--- src/sv/wbcm_pkg.sv ---
`timescale 1ns / 1ps

package wbcm_pkg;

   localparam int ADDR_BITS  = 16;
   localparam int COUNT_BITS = 32;

   typedef logic [ADDR_BITS-1:0]  addr_type;
   typedef logic [COUNT_BITS-1:0] count_type;

   typedef enum logic [1:0] {
      MODE_MARK = 2'd0,
      MODE_LOAD = 2'd1,
      MODE_EXEC = 2'd2,
      MODE_READ = 2'd3
   } mode_type;

   typedef enum logic [1:0] {
      CSR_REC_EN    = 2'd0,
      CSR_WIN_EN    = 2'd1,
      CSR_WIN_START = 2'd2,
      CSR_WIN_END   = 2'd3
   } csr_type;

   typedef enum logic [1:0] {
      RD_ENTRY    = 2'd0,
      RD_PT_OWNER = 2'd1,
      RD_PF_OWNER = 2'd2
   } rd_sel_type;

   typedef enum logic [3:0] {
      ST_CLEAR,
      ST_IDLE,
      ST_DISPATCH,
      ST_WRITE,
      ST_X_RD,
      ST_X_ARM,
      ST_PT_RD,
      ST_PT_CHK,
      ST_PT_UPD,
      ST_PF_RD,
      ST_PF_CHK,
      ST_PF_UPD,
      ST_SC_RD,
      ST_SC_UPD,
      ST_CNT_RD,
      ST_OUT
   } state_type;

   typedef struct packed {
      logic       clr_en;
      logic       accept;
      rd_sel_type rd_sel;
      logic       wr_en;
      logic       arm_en;
      logic       pt_upd;
      logic       pf_upd;
      logic       sc_upd;
      logic       rsp_load;
      logic       rsp_zero;
   } cmd_type;

   typedef struct packed {
      logic     clr_done;
      mode_type mode;
      logic     ok;
      logic     marked;
      logic     pt_nz;
      logic     pf_nz;
      logic     rsp_free;
   } status_type;

   function automatic count_type sat_inc(input count_type v);
      return (v == '1) ? v : v + count_type'(1);
   endfunction

   function automatic logic [31:0] out32(input count_type v);
      logic [63:0] w;
      w = 64'(v);
      return (w > 64'h0000_0000_FFFF_FFFF) ? 32'hFFFF_FFFF : w[31:0];
   endfunction

endpackage

--- src/sv/wbcm_ctrl.sv ---
`timescale 1ns / 1ps

module wbcm_ctrl (
   input  logic                clock,
   input  logic                reset,
   input  logic                req_valid,
   output logic                req_stall,
   input  wbcm_pkg::status_type sts,
   output wbcm_pkg::cmd_type   cmd
);
   import wbcm_pkg::*;

   state_type state_ff, state_in;

   always_ff @(posedge clock) begin
      if (reset) begin
         state_ff <= ST_CLEAR;
      end else begin
         state_ff <= state_in;
      end
   end

   always_comb begin
      state_in  = state_ff;
      cmd       = '0;
      cmd.rd_sel = RD_ENTRY;
      req_stall = 1'b1;
      unique case (state_ff)
         ST_CLEAR: begin
            cmd.clr_en = 1'b1;
            if (sts.clr_done) begin
               state_in = ST_IDLE;
            end
         end
         ST_IDLE: begin
            req_stall = 1'b0;
            if (req_valid) begin
               cmd.accept = 1'b1;
               state_in   = ST_DISPATCH;
            end
         end
         ST_DISPATCH: begin
            unique case (sts.mode)
               MODE_MARK, MODE_LOAD: state_in = ST_WRITE;
               MODE_EXEC: state_in = sts.ok ? ST_X_RD : ST_OUT;
               MODE_READ: state_in = ST_CNT_RD;
            endcase
         end
         ST_WRITE: begin
            cmd.wr_en = 1'b1;
            state_in  = ST_OUT;
         end
         ST_X_RD: state_in = ST_X_ARM;
         ST_X_ARM: begin
            if (sts.marked) begin
               cmd.arm_en = 1'b1;
               state_in   = ST_PT_RD;
            end else begin
               state_in = ST_OUT;
            end
         end
         ST_PT_RD: state_in = ST_PT_CHK;
         ST_PT_CHK: begin
            cmd.rd_sel = RD_PT_OWNER;
            state_in   = sts.pt_nz ? ST_PT_UPD : ST_PF_RD;
         end
         ST_PT_UPD: begin
            cmd.pt_upd = 1'b1;
            state_in   = ST_PF_RD;
         end
         ST_PF_RD: state_in = ST_PF_CHK;
         ST_PF_CHK: begin
            cmd.rd_sel = RD_PF_OWNER;
            state_in   = sts.pf_nz ? ST_PF_UPD : ST_SC_RD;
         end
         ST_PF_UPD: begin
            cmd.pf_upd = 1'b1;
            state_in   = ST_SC_RD;
         end
         ST_SC_RD: state_in = ST_SC_UPD;
         ST_SC_UPD: begin
            cmd.sc_upd = 1'b1;
            state_in   = ST_CNT_RD;
         end
         ST_CNT_RD: state_in = ST_OUT;
         ST_OUT: begin
            if (sts.rsp_free) begin
               // full counts only for a read or a counted execute
               if ((sts.mode == MODE_READ) || (sts.mode == MODE_EXEC && sts.ok && sts.marked))
               begin
                  cmd.rsp_load = 1'b1;
               end else begin
                  cmd.rsp_zero = 1'b1;
               end
               state_in = ST_IDLE;
            end
         end
         default: state_in = ST_IDLE;
      endcase
   end

   a_load_free: assert property (@(posedge clock) disable iff (reset)
      (cmd.rsp_load || cmd.rsp_zero) |-> sts.rsp_free)
      else $error("transfer loaded while output busy");

   a_arm_marked: assert property (@(posedge clock) disable iff (reset)
      cmd.arm_en |-> (sts.marked && sts.ok && sts.mode == MODE_EXEC))
      else $error("arm without marked statement");

   a_clear_hold: assert property (@(posedge clock) disable iff (reset)
      (state_ff == ST_CLEAR && !sts.clr_done) |=> state_ff == ST_CLEAR)
      else $error("clearing pass left early");

   a_no_accept_busy: assert property (@(posedge clock) disable iff (reset)
      cmd.accept |=> state_ff == ST_DISPATCH)
      else $error("accept did not dispatch");

endmodule

--- config.mk ---
export PLATFORM = sky130hd
export DESIGN_NAME = wbcm_ctrl
export DESIGN_NICKNAME = d
export VERILOG_FILES = /design/src/sv/wbcm_pkg.sv /design/src/sv/wbcm_ctrl.sv
export SDC_FILE = /design/constraint.sdc
export NUM_CORES = 1
export LEC_CHECK = 0
export ABC_AREA = 0
export BUFFER_PORTS_ARGS = -buffer_cell sky130_fd_sc_hd__buf_2
export CORE_AREA = 2 2 39 41
export DETAILED_ROUTE_END_ITERATION = 10
export DIE_AREA = 0 0 41 43
export HOLD_SLACK_MARGIN = 0.1
export PLACE_DENSITY = 0.66
export SETUP_SLACK_MARGIN = 0.02
export SLEW_MARGIN = 20
export SYNTH_ARGS = -nofsm -noshare
export SYNTH_HDL_FRONTEND = slang
export SYNTH_SLANG_ARGS = --single-unit
--- constraint.sdc ---
create_clock -name clock -period 1.4 [get_ports clock]
set_clock_uncertainty 0.2 [all_clocks]
set_input_delay 0.14 -clock clock [delete_from_list [all_inputs] [get_ports clock]]
set_output_delay 0.14 -clock clock [all_outputs]
set_load 0.005 [all_outputs]
==> flow_summary.json <==
{
  "violations": "negative setup slack",
  "clk_pin_slew_ps": 40,
  "rrSetupSlack_ps": -130,
  "drt_iter0_drc": 17,
  "portBuffers": 22,
  "grt_pass1_wl_mm": 2.54,
  "synth_flop_cell": "dfxtp_1",
  "drive_gt1_share_pct": 61.6,
  "clkLatencyLatePin_ps": 230,
  "cts.sinks": 4,
  "globalplace.congestion": 0.845,
  "holdWs_ps": 171,
  "hold_viol": 0,
  "synth_enable_flop_cells": 0,
  "final_area_mm2": 0.00101,
  "seqCellArea_um2": 95.1,
  "dieArea_mm2": 0.00176,
  "crit_type": "reg -> out",
  "rows": 14,
  "grt_usage_pct": 20.1,
  "fillers": 101,
  "synth_top_cell_by_area": "dfxtp_1",
  "synth-seq-cells": 4,
  "nNetsFinal": 138,
  "post-route-drc-count": 0,
  "die_w_um": 41,
  "seq_area_frac_synth_pct": 17.1,
  "antenna_found_initial": 0,
  "routed_via_density": 5.57,
  "overflow": 0,
  "cts_buffers": 3,
  "multi_input_area_um2": 447,
  "synth_nets": 83,
  "power.density_mw_per_mm2": 531,
  "setup_violations": 15,
  "power_leakage_nw": 0.505,
  "wirelength_mm": 2.08,
  "status": "finished with violations",
  "grt_max_degree": 13,
  "setup_slack_ps": -136,
  "largest_register_ffs": 4,
  "min-delay-path-class": "in -> reg",
  "syn_area_um2": 468,
  "antenna_cells": 0,
  "synth.top_cell.area_share_pct": 17.1,
  "start_util_pct": 33.8,
  "die_h_um": 43,
  "path_max_fanout": 10,
  "min_period_ps": 1540,
  "cts_tree": "yes",
  "relSlewSlack_pct": 78.1,
  "dr.pass1.iters": 4,
  "cts-htree-levels": 1,
  "clk_path_buf_depth": 2,
  "core_mm2": 0.00138,
  "place_hpwl_mm": 1.16,
  "critical_path_arrival_ps": 1200,
  "vias": 785,
  "cts_root_buf": "clkbuf_4",
  "tightestPinTransition_ps": 328,
  "yosysMostFrequentCell": "a21oi_1",
  "post_synth_num_cell_types": 25,
  "synth_area_leaders": "dfxtp_1, a21oi_1, nand2b_1",
  "fmax_mhz": 651,
  "cp.required_ps": 1060,
  "setup.worst_path.end_class": "output port",
  "ir_worst_vdd_mv": 0.480,
  "period_share_pct": 110,
  "setup.worst_path.start_class": "flip-flop",
  "grt_pass1_vias": 643,
  "areaGrowthSynthToFinish_pct": 115,
  "io_pins": 23,
  "drv_slew": 0,
  "place_area_um2": 691,
  "avgSynthCellArea_um2": 6.50,
  "ant_nets": 0,
  "synthArstFlopShare_pct": 0,
  "top_regs": "state_ff: 4 flops",
  "rsz0062_at_grt": "true",
  "ys_top_cells_by_count": "a21oi_1, nor2_1, nand2b_1, nor2b_1",
  "wl_per_cell_um": 14.7,
  "maxCapViolCount": 0,
  "synth_warnings": 0,
  "postSynthCellCount": 72,
  "largest-register": "state_ff"
}
## metal layers
metal / up-vias / share of wire (%) / GRT usage [%]
met4: 0 / 2.6 / 5.33
met3: 6 / 6.0 / 3.66
met2: 40 / 52 / 35.0
met5: - / 0 / 0
li1: 370 / - / -
met1: 369 / 39 / 23.4
## path summary, 6_finish.rpt
check	cells past startpoint	endpoint	start
worst max-delay path	3	cmd[10]	state_ff[3]
worst min-delay path	4	state_ff[3]	sts[6]
worst max register to register	4	state_ff[0]	state_ff[3]
worst min register to register	3	state_ff[2]	state_ff[2]
## metrics by stage
step	total power, mW	worst slack, ps	utilization (%)	cells	TNS [ps]
2_1_floorplan	0.220	25.3	-	72	0
3_3_place_gp	0.293	-92.6	49.9	121	-300
3_5_place_dp	0.295	-121	49.9	121	-380
4_1_cts	0.479	-133	63.6	134	-860
5_1_grt	0.565	-228	72.8	141	-2090
6_report	0.535	-136	72.8	141	-1290
## critical path, cell delays in order, from the launching register on
cell     delay [ps]
dfxtp_4         380
or2_4           280
nor3_4          170
buf_2           140
## cells in the final DEF (no fill, tap or decap)
cell type | synthesis | final
buf_4 | 1 | 20
nor3_2 | 0 | 1
or2_4 | 0 | 1
o21ai_0 | 3 | 2
o221ai_2 | 0 | 1
a211oi_1 | 1 | 1
buf_2 | 3 | 20
nor2b_1 | 6 | 5
a221oi_2 | 1 | 1
a222oi_1 | 1 | 1
clkbuf_4 | 0 | 3
a221oi_4 | 0 | 1
inv_2 | 0 | 2
nand2b_4 | 0 | 3
nor2b_2 | 0 | 1
a21oi_1 | 9 | 7
dlygate4sd3_1 | 0 | 3
dfxtp_4 | 0 | 4
nor2_4 | 0 | 2
nand2b_1 | 6 | 3
nor2_1 | 7 | 5
inv_1 | 5 | 3
nor3_4 | 0 | 1
nand4_1 | 1 | 1
nor3_1 | 3 | 1
a22oi_1 | 1 | 1
nand2_2 | 0 | 2
and2_1 | 1 | 1
and3_4 | 0 | 1
a211o_1 | 2 | 2
a31oi_1 | 1 | 1
and3_1 | 5 | 4
nand2_1 | 5 | 3
a21oi_2 | 0 | 2
o211a_1 | 1 | 1
o21ai_1 | 2 | 3
buf_6 | 0 | 11
## power breakdown
group          internal [mW]  switching (mW)  leakage, nW
combinational          0.145           0.112        0.455
sequential             0.119          0.0165       0.0355
clock                 0.0959          0.0467       0.0138
## area by class of cell
type / count / share of cell area, %
clock buffers: 3 / 2.24
flip-flops and latches: 4 / 9.44
repair buffers: 54 / 40.1
well taps: 16 / 1.99
multi-input cells: 59 / 44.3
inverters: 5 / 1.86
## kinds of logic after synthesis
kind of cell	Yosys count	synth area share [%]
flops	4	17.1
buf+inv	9	8.82
compound gates	24	34.5
simple gates	35	39.6
## timing repair
action                                  4_1_cts  5_1_grt
endpoints found under the setup margin       16       16
setup buffers                                 7        7
pin swaps                                     8        9
gates resized for setup                      24       16
hold buffers                                  3        0
endpoints found under the hold margin         4        0
cloned                                        0        0
Note: power is estimated with default switching activity, not from simulation.
